`src/sv/rrlpc_pkg.sv`:
```
// Shared types and codes for the row range LRU page cache.
package rrlpc_pkg;

    typedef enum logic [2:0] {
        OP_INSERT   = 3'd0,
        OP_FIND     = 3'd1,
        OP_UPDATE   = 3'd2,
        OP_CONTAINS = 3'd3,
        OP_ERASE    = 3'd4,
        OP_AFTER    = 3'd5,
        OP_CLEAR    = 3'd6
    } op_t;

    typedef enum logic [2:0] {
        ACT_NONE,
        ACT_TOUCH_HOLD,
        ACT_REFRESH,
        ACT_INSERT,
        ACT_DROP_KEY,
        ACT_DROP_AFTER,
        ACT_CLEAR
    } act_t;

    typedef enum logic [2:0] {
        S_IDLE,
        S_MATCH,
        S_SEL,
        S_MUL,
        S_APPLY,
        S_DONE
    } state_t;

    typedef struct packed {
        logic [39:0] start;
        logic [15:0] rows;
        logic [15:0] cols;
        logic [23:0] cells;
    } page_t;

    typedef struct packed {
        act_t  act;
        page_t page;
        logic  evict_en;
    } cmd_t;

    typedef struct packed {
        logic valid;
        logic after;
        logic is_last;
        logic key_claim;
        logic hold_claim;
        logic free_claim;
    } cell_stat_t;

endpackage

```
`src/sv/rrlpc_cell.sv`:
```
// One cache slot: descriptor, recency rank, match flags and priority chain links.
module rrlpc_cell #(
    parameter int SLOTS  = 8,
    parameter int RANK_W = 3
) (
    input  logic                clk,
    input  logic                rst_n,
    input  rrlpc_pkg::cmd_t     cmd,
    input  logic                m_en,
    input  logic                s_en,
    input  logic [RANK_W-1:0]   keep_rank,
    input  logic [RANK_W-1:0]   last_rank,
    input  logic [RANK_W-1:0]   sel_rank,
    input  logic [SLOTS-1:0]    drop_mask,
    input  logic                key_in,
    input  logic                hold_in,
    input  logic                free_in,
    output logic                key_out,
    output logic                hold_out,
    output logic                free_out,
    output rrlpc_pkg::cell_stat_t stat,
    output logic [RANK_W-1:0]   rank,
    output rrlpc_pkg::page_t    page
);

    logic                valid_reg, valid_next;
    logic [RANK_W-1:0]   rank_reg, rank_next;
    rrlpc_pkg::page_t    page_reg;
    logic                key_eq_reg, holds_reg, after_reg, evict_reg, last_reg;
    logic                key_claim_reg, hold_claim_reg, free_claim_reg;
    logic [40:0]         end_row;
    logic [40:0]         qrow;
    logic                free_flag;
    logic                key_claim, hold_claim, free_claim;
    logic                wr;
    logic                drop;
    logic [RANK_W-1:0]   below;

    assign qrow    = {1'b0, cmd.page.start};
    assign end_row = {1'b0, page_reg.start} + {25'b0, page_reg.rows};

    assign free_flag  = !valid_reg || (evict_reg && cmd.evict_en);
    assign key_claim  = key_eq_reg && !key_in;
    assign hold_claim = holds_reg && !hold_in;
    assign free_claim = free_flag && !free_in;
    assign key_out    = key_in || key_eq_reg;
    assign hold_out   = hold_in || holds_reg;
    assign free_out   = free_in || free_flag;

    assign stat.valid      = valid_reg;
    assign stat.after      = after_reg;
    assign stat.is_last    = last_reg;
    assign stat.key_claim  = key_claim;
    assign stat.hold_claim = hold_claim;
    assign stat.free_claim = free_claim;
    assign rank = rank_reg;
    assign page = page_reg;

    always_ff @(posedge clk or negedge rst_n)
    begin
        if (!rst_n)
        begin
            key_eq_reg     <= 1'b0;
            holds_reg      <= 1'b0;
            after_reg      <= 1'b0;
            evict_reg      <= 1'b0;
            last_reg       <= 1'b0;
            key_claim_reg  <= 1'b0;
            hold_claim_reg <= 1'b0;
            free_claim_reg <= 1'b0;
        end
        else
        begin
            if (m_en)
            begin
                key_eq_reg <= valid_reg && (page_reg.start == cmd.page.start);
                holds_reg  <= valid_reg && ({1'b0, page_reg.start} <= qrow)
                              && (qrow < end_row);
                after_reg  <= valid_reg && (({1'b0, page_reg.start} >= qrow)
                              || (end_row > qrow));
                evict_reg  <= valid_reg && (rank_reg >= keep_rank);
                last_reg   <= valid_reg && (rank_reg == last_rank);
            end
            if (s_en)
            begin
                key_claim_reg  <= key_claim;
                hold_claim_reg <= hold_claim;
                free_claim_reg <= free_claim;
            end
        end
    end

    always_comb
    begin
        valid_next = valid_reg;
        rank_next  = rank_reg;
        wr         = 1'b0;
        drop       = 1'b0;
        below      = '0;
        for (int k = 0; k < SLOTS; k++)
        begin
            if (drop_mask[k] && (RANK_W'(k) < rank_reg))
                below = below + 1'b1;
        end
        case (cmd.act) inside
            rrlpc_pkg::ACT_TOUCH_HOLD, rrlpc_pkg::ACT_REFRESH:
            begin
                if ((cmd.act == rrlpc_pkg::ACT_REFRESH) ? key_claim_reg : hold_claim_reg)
                begin
                    rank_next = '0;
                    wr        = (cmd.act == rrlpc_pkg::ACT_REFRESH);
                end
                else if (valid_reg && (rank_reg < sel_rank))
                    rank_next = rank_reg + 1'b1;
            end
            rrlpc_pkg::ACT_INSERT:
            begin
                if (free_claim_reg)
                begin
                    valid_next = 1'b1;
                    rank_next  = '0;
                    wr         = 1'b1;
                end
                else if (valid_reg && evict_reg && cmd.evict_en)
                begin
                    valid_next = 1'b0;
                    rank_next  = '0;
                end
                else if (valid_reg)
                    rank_next = rank_reg + 1'b1;
            end
            rrlpc_pkg::ACT_DROP_KEY, rrlpc_pkg::ACT_DROP_AFTER:
            begin
                drop = (cmd.act == rrlpc_pkg::ACT_DROP_KEY) ? key_claim_reg : after_reg;
                if (drop)
                begin
                    valid_next = 1'b0;
                    rank_next  = '0;
                end
                else if (valid_reg)
                    rank_next = rank_reg - below;
            end
            rrlpc_pkg::ACT_CLEAR:
            begin
                valid_next = 1'b0;
                rank_next  = '0;
            end
            default:
            begin
                valid_next = valid_reg;
            end
        endcase
    end

    always_ff @(posedge clk or negedge rst_n)
    begin
        if (!rst_n)
        begin
            valid_reg <= 1'b0;
            rank_reg  <= '0;
        end
        else
        begin
            valid_reg <= valid_next;
            rank_reg  <= rank_next;
        end
    end

    always_ff @(posedge clk)
    begin
        if (wr)
            page_reg <= cmd.page;
    end

endmodule

```
`src/sv/row_range_lru_page_cache.sv`:
```
// Top level: request sequencer, slot chain and result registers of the page cache.
// A request is accepted at the rising edge where start is high and busy is low.
// done is high for one cycle. A request passes through per-slot compare,
// priority selection along the slot chain, multiply for the cell index, state
// update and result, done being high in the result state. busy stays high
// through the done cycle, so a new request waits for the last; it is taken in the
// cycle after done at the earliest. The result ports are valid only while done
// is high and must be taken in that cycle. cfg_ready is always high; write
// capacity only while busy is low. After reset the cache is empty with capacity 8.
module row_range_lru_page_cache #(
    parameter int PAGE_SLOTS = 8
) (
    input  logic         clk,
    input  logic         rst_n,
    input  logic         start,
    output logic         busy,
    input  logic [2:0]   op,
    input  logic [39:0]  row,
    input  logic [15:0]  row_span,
    input  logic [15:0]  columns_per_row,
    input  logic [23:0]  cells_held,
    input  logic signed [31:0] column,
    input  logic         cfg_valid,
    output logic         cfg_ready,
    input  logic [3:0]   cfg_data,
    output logic         done,
    output logic         hit,
    output logic [2:0]   slot,
    output logic [23:0]  cell_index,
    output logic         evicted,
    output logic [39:0]  evicted_start,
    output logic [3:0]   pages_in_use
);

    localparam int RANK_W = (PAGE_SLOTS > 1) ? $clog2(PAGE_SLOTS) : 1;
    localparam int CNT_W  = $clog2(PAGE_SLOTS + 1);

    rrlpc_pkg::state_t state_reg, state_next;
    logic [3:0]  cap_reg;
    logic [2:0]  op_reg;
    rrlpc_pkg::page_t inpage_reg;
    logic [31:0] col_reg;

    logic [CNT_W-1:0]  count_now;
    logic [RANK_W-1:0] keep_rank, last_rank;
    logic              evict_en_reg;
    logic              m_en, s_en, cap_ok;

    rrlpc_pkg::cell_stat_t stat [PAGE_SLOTS];
    logic [RANK_W-1:0]     rank [PAGE_SLOTS];
    rrlpc_pkg::page_t      pdata [PAGE_SLOTS];
    logic [PAGE_SLOTS:0]   key_ch, hold_ch, free_ch;
    rrlpc_pkg::cmd_t       cmd;

    logic                  any_key_reg, any_hold_reg;
    logic [RANK_W-1:0]     key_slot_reg, hold_slot_reg, free_slot_reg;
    logic [RANK_W-1:0]     sel_rank_reg;
    logic [PAGE_SLOTS-1:0] mask_reg;
    rrlpc_pkg::page_t      hpage_reg;
    logic [39:0]           evstart_reg;

    logic [RANK_W-1:0]     key_slot_c, hold_slot_c, free_slot_c, key_rank_c, hold_rank_c;
    logic [PAGE_SLOTS-1:0] key_mask_c, after_mask_c;
    rrlpc_pkg::page_t      hpage_c;
    logic [39:0]           evstart_c;

    logic [31:0] prod_reg;
    logic [15:0] diff;
    logic [32:0] idx;
    logic        upd_ok;
    rrlpc_pkg::act_t act;

    logic        hit_reg;
    logic [RANK_W-1:0] slot_reg;
    logic [23:0] index_reg;
    logic        ev_reg;
    logic [39:0] evs_reg;

    assign cfg_ready = 1'b1;

    always_ff @(posedge clk or negedge rst_n)
    begin
        if (!rst_n)
            cap_reg <= 4'd8;
        else if (cfg_valid && cfg_ready)
            cap_reg <= cfg_data;
    end

    always_comb
    begin
        count_now = '0;
        for (int i = 0; i < PAGE_SLOTS; i++)
            count_now = count_now + CNT_W'(stat[i].valid);
    end

    always_comb
    begin
        if (cap_reg == 4'd0)
            keep_rank = '0;
        else if (32'(cap_reg) > PAGE_SLOTS)
            keep_rank = RANK_W'(PAGE_SLOTS - 1);
        else
            keep_rank = RANK_W'(cap_reg - 4'd1);
        last_rank = RANK_W'(count_now - 1'b1);
        cap_ok    = (CNT_W + 1)'(count_now) > (CNT_W + 1)'(keep_rank);
    end

    always_comb
    begin
        state_next = state_reg;
        unique case (state_reg)
            rrlpc_pkg::S_IDLE:  if (start) state_next = rrlpc_pkg::S_MATCH;
            rrlpc_pkg::S_MATCH: state_next = rrlpc_pkg::S_SEL;
            rrlpc_pkg::S_SEL:   state_next = rrlpc_pkg::S_MUL;
            rrlpc_pkg::S_MUL:   state_next = rrlpc_pkg::S_APPLY;
            rrlpc_pkg::S_APPLY: state_next = rrlpc_pkg::S_DONE;
            rrlpc_pkg::S_DONE:  state_next = rrlpc_pkg::S_IDLE;
            default:            state_next = rrlpc_pkg::S_IDLE;
        endcase
    end

    always_comb
    begin
        busy = (state_reg != rrlpc_pkg::S_IDLE);
        done = (state_reg == rrlpc_pkg::S_DONE);
        m_en = (state_reg == rrlpc_pkg::S_MATCH);
        s_en = (state_reg == rrlpc_pkg::S_SEL);
    end

    always_ff @(posedge clk or negedge rst_n)
    begin
        if (!rst_n)
            state_reg <= rrlpc_pkg::S_IDLE;
        else
            state_reg <= state_next;
    end

    always_ff @(posedge clk)
    begin
        if (start && !busy)
        begin
            op_reg           <= op;
            inpage_reg.start <= row;
            inpage_reg.rows  <= row_span;
            inpage_reg.cols  <= columns_per_row;
            inpage_reg.cells <= cells_held;
            col_reg          <= column;
        end
        if (m_en)
            evict_en_reg <= cap_ok;
    end

    assign cmd.act      = act;
    assign cmd.page     = inpage_reg;
    assign cmd.evict_en = evict_en_reg;

    assign key_ch[0]  = 1'b0;
    assign hold_ch[0] = 1'b0;
    assign free_ch[0] = 1'b0;

    for (genvar g = 0; g < PAGE_SLOTS; g++)
    begin : g_cell
        rrlpc_cell #(
            .SLOTS  (PAGE_SLOTS),
            .RANK_W (RANK_W)
        ) u_cell (
            .clk       (clk),
            .rst_n     (rst_n),
            .cmd       (cmd),
            .m_en      (m_en),
            .s_en      (s_en),
            .keep_rank (keep_rank),
            .last_rank (last_rank),
            .sel_rank  (sel_rank_reg),
            .drop_mask (mask_reg),
            .key_in    (key_ch[g]),
            .hold_in   (hold_ch[g]),
            .free_in   (free_ch[g]),
            .key_out   (key_ch[g+1]),
            .hold_out  (hold_ch[g+1]),
            .free_out  (free_ch[g+1]),
            .stat      (stat[g]),
            .rank      (rank[g]),
            .page      (pdata[g])
        );
    end

    always_comb
    begin
        key_slot_c   = '0;
        hold_slot_c  = '0;
        free_slot_c  = '0;
        key_rank_c   = '0;
        hold_rank_c  = '0;
        key_mask_c   = '0;
        after_mask_c = '0;
        hpage_c      = '0;
        evstart_c    = '0;
        for (int i = 0; i < PAGE_SLOTS; i++)
        begin
            if (stat[i].key_claim)
            begin
                key_slot_c = RANK_W'(i);
                key_rank_c = rank[i];
                key_mask_c = key_mask_c | (PAGE_SLOTS'(1) << rank[i]);
            end
            if (stat[i].hold_claim)
            begin
                hold_slot_c = RANK_W'(i);
                hold_rank_c = rank[i];
                hpage_c     = pdata[i];
            end
            if (stat[i].free_claim)
                free_slot_c = RANK_W'(i);
            if (stat[i].after)
                after_mask_c = after_mask_c | (PAGE_SLOTS'(1) << rank[i]);
            if (stat[i].is_last)
                evstart_c = pdata[i].start;
        end
    end

    always_ff @(posedge clk)
    begin
        if (s_en)
        begin
            any_key_reg   <= key_ch[PAGE_SLOTS];
            any_hold_reg  <= hold_ch[PAGE_SLOTS];
            key_slot_reg  <= key_slot_c;
            hold_slot_reg <= hold_slot_c;
            free_slot_reg <= free_slot_c;
            sel_rank_reg  <= (op_reg == rrlpc_pkg::OP_INSERT) ? key_rank_c : hold_rank_c;
            mask_reg      <= (op_reg == rrlpc_pkg::OP_AFTER) ? after_mask_c : key_mask_c;
            hpage_reg     <= hpage_c;
            evstart_reg   <= evstart_c;
        end
        if (state_reg == rrlpc_pkg::S_MUL)
            prod_reg <= diff * hpage_reg.cols;
    end

    assign diff   = 16'(inpage_reg.start - hpage_reg.start);
    assign idx    = {1'b0, prod_reg} + {2'b0, col_reg[30:0]};
    assign upd_ok = !col_reg[31] && any_hold_reg
                    && (col_reg[30:0] < {15'b0, hpage_reg.cols})
                    && (idx < {9'b0, hpage_reg.cells});

    always_comb
    begin
        act = rrlpc_pkg::ACT_NONE;
        if (state_reg == rrlpc_pkg::S_APPLY)
        begin
            unique case (op_reg)
                rrlpc_pkg::OP_INSERT:
                    act = any_key_reg ? rrlpc_pkg::ACT_REFRESH : rrlpc_pkg::ACT_INSERT;
                rrlpc_pkg::OP_FIND:
                    act = any_hold_reg ? rrlpc_pkg::ACT_TOUCH_HOLD : rrlpc_pkg::ACT_NONE;
                rrlpc_pkg::OP_UPDATE:
                    act = upd_ok ? rrlpc_pkg::ACT_TOUCH_HOLD : rrlpc_pkg::ACT_NONE;
                rrlpc_pkg::OP_ERASE:
                    act = any_key_reg ? rrlpc_pkg::ACT_DROP_KEY : rrlpc_pkg::ACT_NONE;
                rrlpc_pkg::OP_AFTER:
                    act = rrlpc_pkg::ACT_DROP_AFTER;
                rrlpc_pkg::OP_CLEAR:
                    act = rrlpc_pkg::ACT_CLEAR;
                default:
                    act = rrlpc_pkg::ACT_NONE;
            endcase
        end
    end

    always_ff @(posedge clk)
    begin
        if (state_reg == rrlpc_pkg::S_APPLY)
        begin
            hit_reg   <= 1'b0;
            slot_reg  <= '0;
            index_reg <= '0;
            ev_reg    <= 1'b0;
            evs_reg   <= '0;
            unique case (op_reg)
                rrlpc_pkg::OP_INSERT:
                begin
                    hit_reg  <= any_key_reg;
                    slot_reg <= any_key_reg ? key_slot_reg : free_slot_reg;
                    ev_reg   <= !any_key_reg && evict_en_reg;
                    evs_reg  <= (!any_key_reg && evict_en_reg) ? evstart_reg : 40'd0;
                end
                rrlpc_pkg::OP_FIND:
                begin
                    hit_reg  <= any_hold_reg;
                    slot_reg <= any_hold_reg ? hold_slot_reg : '0;
                end
                rrlpc_pkg::OP_UPDATE:
                begin
                    hit_reg   <= upd_ok;
                    slot_reg  <= upd_ok ? hold_slot_reg : '0;
                    index_reg <= upd_ok ? idx[23:0] : 24'd0;
                end
                rrlpc_pkg::OP_CONTAINS:
                begin
                    hit_reg  <= any_key_reg;
                    slot_reg <= any_key_reg ? key_slot_reg : '0;
                end
                default:
                begin
                    hit_reg <= 1'b0;
                end
            endcase
        end
    end

    assign hit           = hit_reg;
    assign slot          = 3'(slot_reg);
    assign cell_index    = index_reg;
    assign evicted       = ev_reg;
    assign evicted_start = evs_reg;
    assign pages_in_use  = 4'(count_now);

`ifndef SYNTHESIS
    a_done_pulse: assert property (@(posedge clk) disable iff (!rst_n)
        done |=> !done) else $error("done held longer than one cycle");
    a_busy_on_accept: assert property (@(posedge clk) disable iff (!rst_n)
        (start && !busy) |=> busy) else $error("accepted request did not raise busy");
    a_evict_no_hit: assert property (@(posedge clk) disable iff (!rst_n)
        (done && evicted) |-> !hit) else $error("eviction reported on a refresh");
    a_count_bound: assert property (@(posedge clk) disable iff (!rst_n)
        done |-> (32'(pages_in_use) <= PAGE_SLOTS)) else $error("page count overflow");
    a_done_after_apply: assert property (@(posedge clk) disable iff (!rst_n)
        done |-> $past(state_reg == rrlpc_pkg::S_APPLY))
        else $error("result without update cycle");
    a_insert_has_room: assert property (@(posedge clk) disable iff (!rst_n)
        (s_en && (op_reg == rrlpc_pkg::OP_INSERT)) |-> free_ch[PAGE_SLOTS])
        else $error("no free slot for insert");
`endif

endmodule
```
`config.mk`:
```
export PLATFORM = sky130hd
export DESIGN_NAME = row_range_lru_page_cache
export DESIGN_NICKNAME = d
export VERILOG_FILES = /design/src/sv/rrlpc_pkg.sv /design/src/sv/rrlpc_cell.sv /design/src/sv/row_range_lru_page_cache.sv
export SDC_FILE = /design/constraint.sdc
export NUM_CORES = 2
export LEC_CHECK = 0
export ABC_AREA = 0
export BUFFER_PORTS_ARGS = -buffer_cell sky130_fd_sc_hd__clkbuf_2
export CORE_MARGIN = 2
export CORE_UTILIZATION = 64
export DETAILED_ROUTE_END_ITERATION = 8
export PLACE_DENSITY = 0.81
export RECOVER_POWER = 25
export SETUP_SLACK_MARGIN = 0.3
export SKIP_LAST_GASP = 1
export SYNTH_ARGS = -nofsm -noshare
export SYNTH_HDL_FRONTEND = slang
export SYNTH_SLANG_ARGS = --single-unit
```
`constraint.sdc`:
```
create_clock -name clk -period 13.8 [get_ports clk]
set_input_delay 0.69 -clock clk [delete_from_list [all_inputs] [get_ports clk]]
set_output_delay 0.69 -clock clk [all_outputs]
set_load 0.01 [all_outputs]
```
### Word-level counts from Yosys, hierarchy flattened

Index checks and enable logic that the tools add are counted.

* $add $sub $neg: 91
* multiply operators: 1
* $lt $le $gt $ge: 116
* equal/unequal tests: 74
* shift operators: 8
* muxes and demuxes: 318
* bitwise gates (word level): 15
* reduce and logical (&&, ||, !) cells: 271

Operator list (count)
* two-way mux 72 bit: 8
* two-way mux 3 bit: 169
* adder 40 x 16 -> 41 bit: 8
* > comparator 41 x 40 -> 1 bit: 8
* < comparator 40 x 41 -> 1 bit: 8
* == test 40 bit: 8
* >= comparator 40 bit: 8
* less-or-equal comparator 40 bit: 8
* two-way mux 40 bit: 8
* logical AND 1 bit: 170
* adder 3 x 1 -> 3 bit, second input constant: 56
* two-way mux 8 bit: 17
* OR 8 bit: 14
* two-way mux 1 bit: 106
* < comparator 3 bit, first input constant: 32
* inequality test 5 x 2 -> 1 bit, second input constant: 15
* inequality test 3 x 1 -> 1 bit, second input constant: 23
* AND reduction 4 bit: 16
* << shifter 1 x 3 -> 8 bit, first input constant: 8
* < comparator 1 x 3 -> 1 bit, first input constant: 16
* < comparator 2 x 3 -> 1 bit, first input constant: 16
* logical OR 1 bit: 36
* adder 32 x 31 -> 33 bit: 1
* < comparator 33 x 24 -> 1 bit: 1
* 35 further kinds: 134

* bits in registers: 1222
* input bits: 139

### Depth between registers and ports, before layout

* word-level depth: 23
* gate-level depth with buffers: 40

### Modules after synthesis

Synthesis repeated with hierarchy kept, for this count alone.

* cells, all modules: 9035
* area, all modules: 90946.0 sq um

Modules (own cells, without submodules)
* row_range_lru_page_cache: times used 1, cells each 3475, area an instance 31524.0 sq um, seq. area each 10716.5 sq um
* rrlpc_cell (g_cell[3].u_cell ...): times used 4, cells each 704, area an instance 7415.9 sq um, seq. area each 3183.1 sq um
* rrlpc_cell (g_cell[0].u_cell ...): times used 2, cells each 693, area an instance 7479.7 sq um, seq. area each 3183.1 sq um
* rrlpc_cell (g_cell[7].u_cell): times used 1, cells each 686, area an instance 7449.6 sq um, seq. area each 3183.1 sq um
* rrlpc_cell (g_cell[2].u_cell): times used 1, cells each 672, area an instance 7349.5 sq um, seq. area each 3183.1 sq um

### Worst setup path after synthesis

Ideal clock, no wire load.

* path type: register to register
* start point: register col_reg[18]
* end point: register g_cell[0].u_cell.page_reg, in the netlist g_cell[0].u_cell.page[0], enable pin
* setup time: 0.582 ns
* arrival time: 9.280 ns
* data required time: 13.218 ns
* setup slack: 3.938 ns
* stages on the path, launching flop included: 27
* path buffers: 3
* cell sequence: edfxtp_1 ha_1 clkbuf_1 a211o_1 a21oi_1 inv_1 a211oi_1 nand2_1 a21o_1 a21o_1 xnor2_1 inv_1 ha_1 and3b_1 nand4_1 nor4b_1 nand3_1 a221oi_1 nand4_1 nor4_1 nand4b_1 or2_1 buf_6 nand2_1 buf_2 nand2_1 a21oi_1

* longest elaborated chain between the ends: 10
* elaborated cells between the ends (all ways): 16
* those cells by class: 1 x add/sub; 2 x order compare; 3 x eq/ne; 7 x mux; 3 x reduce/logical

Ends and longest elaborated chain
* from (decl): line row_range_lru_page_cache.sv:42 `logic [31:0] col_reg;`
* from (signal assigned): line row_range_lru_page_cache.sv:147 `col_reg <= column;`
* adder 32 x 31 -> 33 bit *: line row_range_lru_page_cache.sv:241 `assign idx = {1'b0, prod_reg} + {2'b0, col_reg[30:0]};`
* via idx[23]: line row_range_lru_page_cache.sv:69 `logic [32:0] idx;`
* < comparator 33 x 24 -> 1 bit *: line row_range_lru_page_cache.sv:244 `&& (idx < {9'b0, hpage_reg.cells});`
* logical AND 1 bit *: line row_range_lru_page_cache.sv:244
* two-way mux 1 bit *: line row_range_lru_page_cache.sv:257 `act = upd_ok ? rrlpc_pkg::ACT_TOUCH_HOLD : rrlpc_pkg::ACT_NONE;`
* case mux 3 bit (6 select lines) *: line row_range_lru_page_cache.sv:251 `unique case (op_reg)`
* two-way mux 3 bit *: line row_range_lru_page_cache.sv:249 `if (state_reg == rrlpc_pkg::S_APPLY)`
* == test 3 x 2 -> 1 bit: line rrlpc_cell.sv:108, rrlpc_cell.sv:111
* two-way mux 1 bit (2 in series): line rrlpc_cell.sv:108 `if ((cmd.act == rrlpc_pkg::ACT_REFRESH) ? key_claim_reg : hold_claim_reg)`
* two-way mux 1 bit *: line rrlpc_cell.sv:105 `case (cmd.act) inside`
* via g_cell[0].u_cell.wr: line rrlpc_cell.sv:35 `logic wr;`
* to (signal assigned): line rrlpc_cell.sv:172 `page_reg <= cmd.page;`
* to (decl): line rrlpc_cell.sv:28 `rrlpc_pkg::page_t page_reg;`

The timed path passes the listed nets; every way through them passes the cells marked *.
A chain may end at the register's enable or synchronous reset.

### Worst setup path after layout

* start point: register inpage_reg, in the netlist cmd[57]
* end point: register prod_reg[31], data pin

* longest elaborated chain between the ends: 2

Ends and longest elaborated chain
* from (decl): line row_range_lru_page_cache.sv:41 `rrlpc_pkg::page_t inpage_reg;`
* subtractor 16 bit: line row_range_lru_page_cache.sv:240 `assign diff = 16'(inpage_reg.start - hpage_reg.start);`
* multiplier 16 x 16 -> 32 bit: line row_range_lru_page_cache.sv:237 `prod_reg <= diff * hpage_reg.cols;`
* to (signal assigned): line row_range_lru_page_cache.sv:237
* to (decl): line row_range_lru_page_cache.sv:67 `logic [31:0] prod_reg;`

No other way between the ends.

==> flow_summary.ini <==
[finish]
largest_reg_flops = 768
final_util = 0.704
drive_above_1_share = 0.0729
fill_cells = 9450
area_growth_pct = 9.00
instances_no_fill = 10000
fin_nets = 9579

[sta]
tns_ns = 0
rsz0062_at_grt = false
finalCritPeriodShare = 0.782
max-slew-margin-rel = -1.51
finalSetupViolCount = 0
final-hold-violation-count = 0
skew_ns = 0.0382
setup_slack_ns = 3.01
period_minus_slack_ns = 10.79
slew_violations = 80
max_freq_ghz = 0.0927
worst_pin_slew_ns = 3.77

[synth]
ys.flop_type = edfxtp_1
yosysMostFrequentCell = edfxtp_1
synthArstFlopShare = 0.0844
netlist_top_cells_area = edfxtp_1, ha_1, fa_1
ys_types = 94
synth_area_mm2 = 0.0851
yosys-top-cells-count = edfxtp_1, ha_1, nand2_1
synth_warnings = 0
yosysTopAreaCellShare = 0.395
ys_ff_latch = 1221
syn_nets = 9375
synthCells = 7928
synth_seq_area_share = 0.425
synth_area_per_cell_um2 = 10.7
synth_edf_count = 1118
yosysTopAreaCell = edfxtp_1

[floorplanning]
core_mm2 = 0.132
rows = 133
die_w_um = 369
start_util = 0.646
die_area_mm2 = 0.136
die_h_um = 369
io_pins = 215

[min_path]
whs_endpoint = cmd[72]
hold_depth = 1
min_from = row[15]
hold_path.class = primary input to flip-flop

[critical_path]
crit_family = adder cells
crit_path_start = cmd[57]
crit_buf_inv = 8
startpoint_type = flip-flop
required_ns = 14.32
slowest_stage = clkbuf_1
rr_startpoint = cmd[57]
critPathKind = flip-flop to flip-flop
critPathMaxStageDelay_ns = 0.86
critPathCaptureType = flip-flop
crit_arrival_ns = 11.31
timing.reg2reg.setup_slack_ns = 3.01
crit_path_frequent_cell = fa_1
rr_endpoint = prod_reg[31]
critPathMaxFanout = 25
r2r_cells = 39

[grt]
grt_max_degree = 82
grt_overflow_total = 0
antenna_found_initial = 13
grt_pass1_wl_um = 400000
grt_usage = 0.391
grt_pass1_vias = 66700

[placed_design]
gp_congestion = 0.989
port_buffers = 213
dp_hpwl_um = 198000
dp_slack_ns = 3.61
place_inst = 9750

[detailed_routing]
num_vias = 66600
wl_um = 268000
drt_pass1_iterations = 8
postRouteAntennaNets = 0
drt_iter0_markers = 7558
viasPerCell = 6.66
wire_per_inst_um = 26.8
drc = 0

[clock_network]
clockBufferDepth = 3
cts_resized = 0
post_cts_buffers = 0
cts_root_buf = clkbuf_16
clkLatencyLatePin_ns = 0.80
cts.clk_slew.worst_paths_ns = 0.06
cts.sinks = 1221
numCtsBuffers = 135
tritoncts = done
cts_max_level = 4
postCtsHoldBufs = 0

[outcome]
violations = max-capacitance violations, max-slew violations
status = complete, but fails checks

[flow_run]
maxCapViolCount = 2
worst max-delay path by stage:
stage                                     endpoint  slack (ns)  depth (start not counted)
after global routing                  prod_reg[31]        2.43                         39
after CTS                             prod_reg[31]        3.50                         38
after global placement                prod_reg[30]        3.76                         34
after detailed placement              prod_reg[31]        3.61                         38
final                                 prod_reg[31]        3.01                         39
after floorplan           g_cell[0].u_cell.page[0]        3.94                         26
cell type report:
type                    count  area [µm²]  area share
diodes                      4        10.0    0.000108
well taps                1755        2200      0.0237
clock inverters            83         972      0.0105
flip-flops and latches   1221       36200       0.390
clock buffers             164        3500      0.0377
multi-input cells        5933       46100       0.498
inverters                 511        1920      0.0208
repair buffers            330        1820      0.0196
through the flow:
step	instance area, µm²	hold slack (ns)
floorplan	85100	0.394
global placement	88400	0.474
detailed placement	88400	0.499
CTS	92800	0.0252
global route	92700	0.0409
finish	92700	0.0710
cell families (layout without fill, tap and decap cells):
logic type | after synthesis | after routing | share of synthesized area
other | 1 | 5 | 0.0000441
AO/OA/AOI/OAI | 1824 | 1824 | 0.142
XOR/XNOR | 458 | 458 | 0.0471
flip-flops | 1221 | 1221 | 0.425
adder cells (fa/ha/maj) | 1309 | 1309 | 0.212
multiplexers | 85 | 85 | 0.0110
AND/OR/NAND/NOR | 2256 | 2256 | 0.129
buffers and inverters | 774 | 1088 | 0.0343
layer usage:
metal | track usage | share of wire | vias up
li1 | - | - | 29700
met1 | 0.504 | 0.38 | 32200
met2 | 0.612 | 0.45 | 3939
met3 | 0.0873 | 0.11 | 824
met4 | 0.221 | 0.063 | 12
met5 | 0 | 0.00031 | -
cell usage in the layout, fill, tap and decap left out, types with 173 or more instances in the layout:
master	count
xnor2_1	262
o21ai_0	342
nand4_1	189
edfxtp_1	1118
a21o_1	181
xor2_1	196
fa_1	216
inv_1	509
nand2_1	644
a21oi_1	552
a221o_1	173
nor2_1	555
ha_1	1092
clkbuf_2	187
worst register-to-register path, delay by kind of cell, from the launching register on:
family / cells / cell delay, ns
buffers and inverters: 8 / 1.52
XOR/XNOR: 2 / 0.25
adder cells (fa/ha/maj): 9 / 3.96
flip-flops: 1 / 0.32
AO/OA/AOI/OAI: 14 / 3.62
AND/OR/NAND/NOR: 6 / 0.88
Power is left out: the tool's default activity adds up to more than one toggle a clock period on the data nets, which glitch-free logic cannot reach.
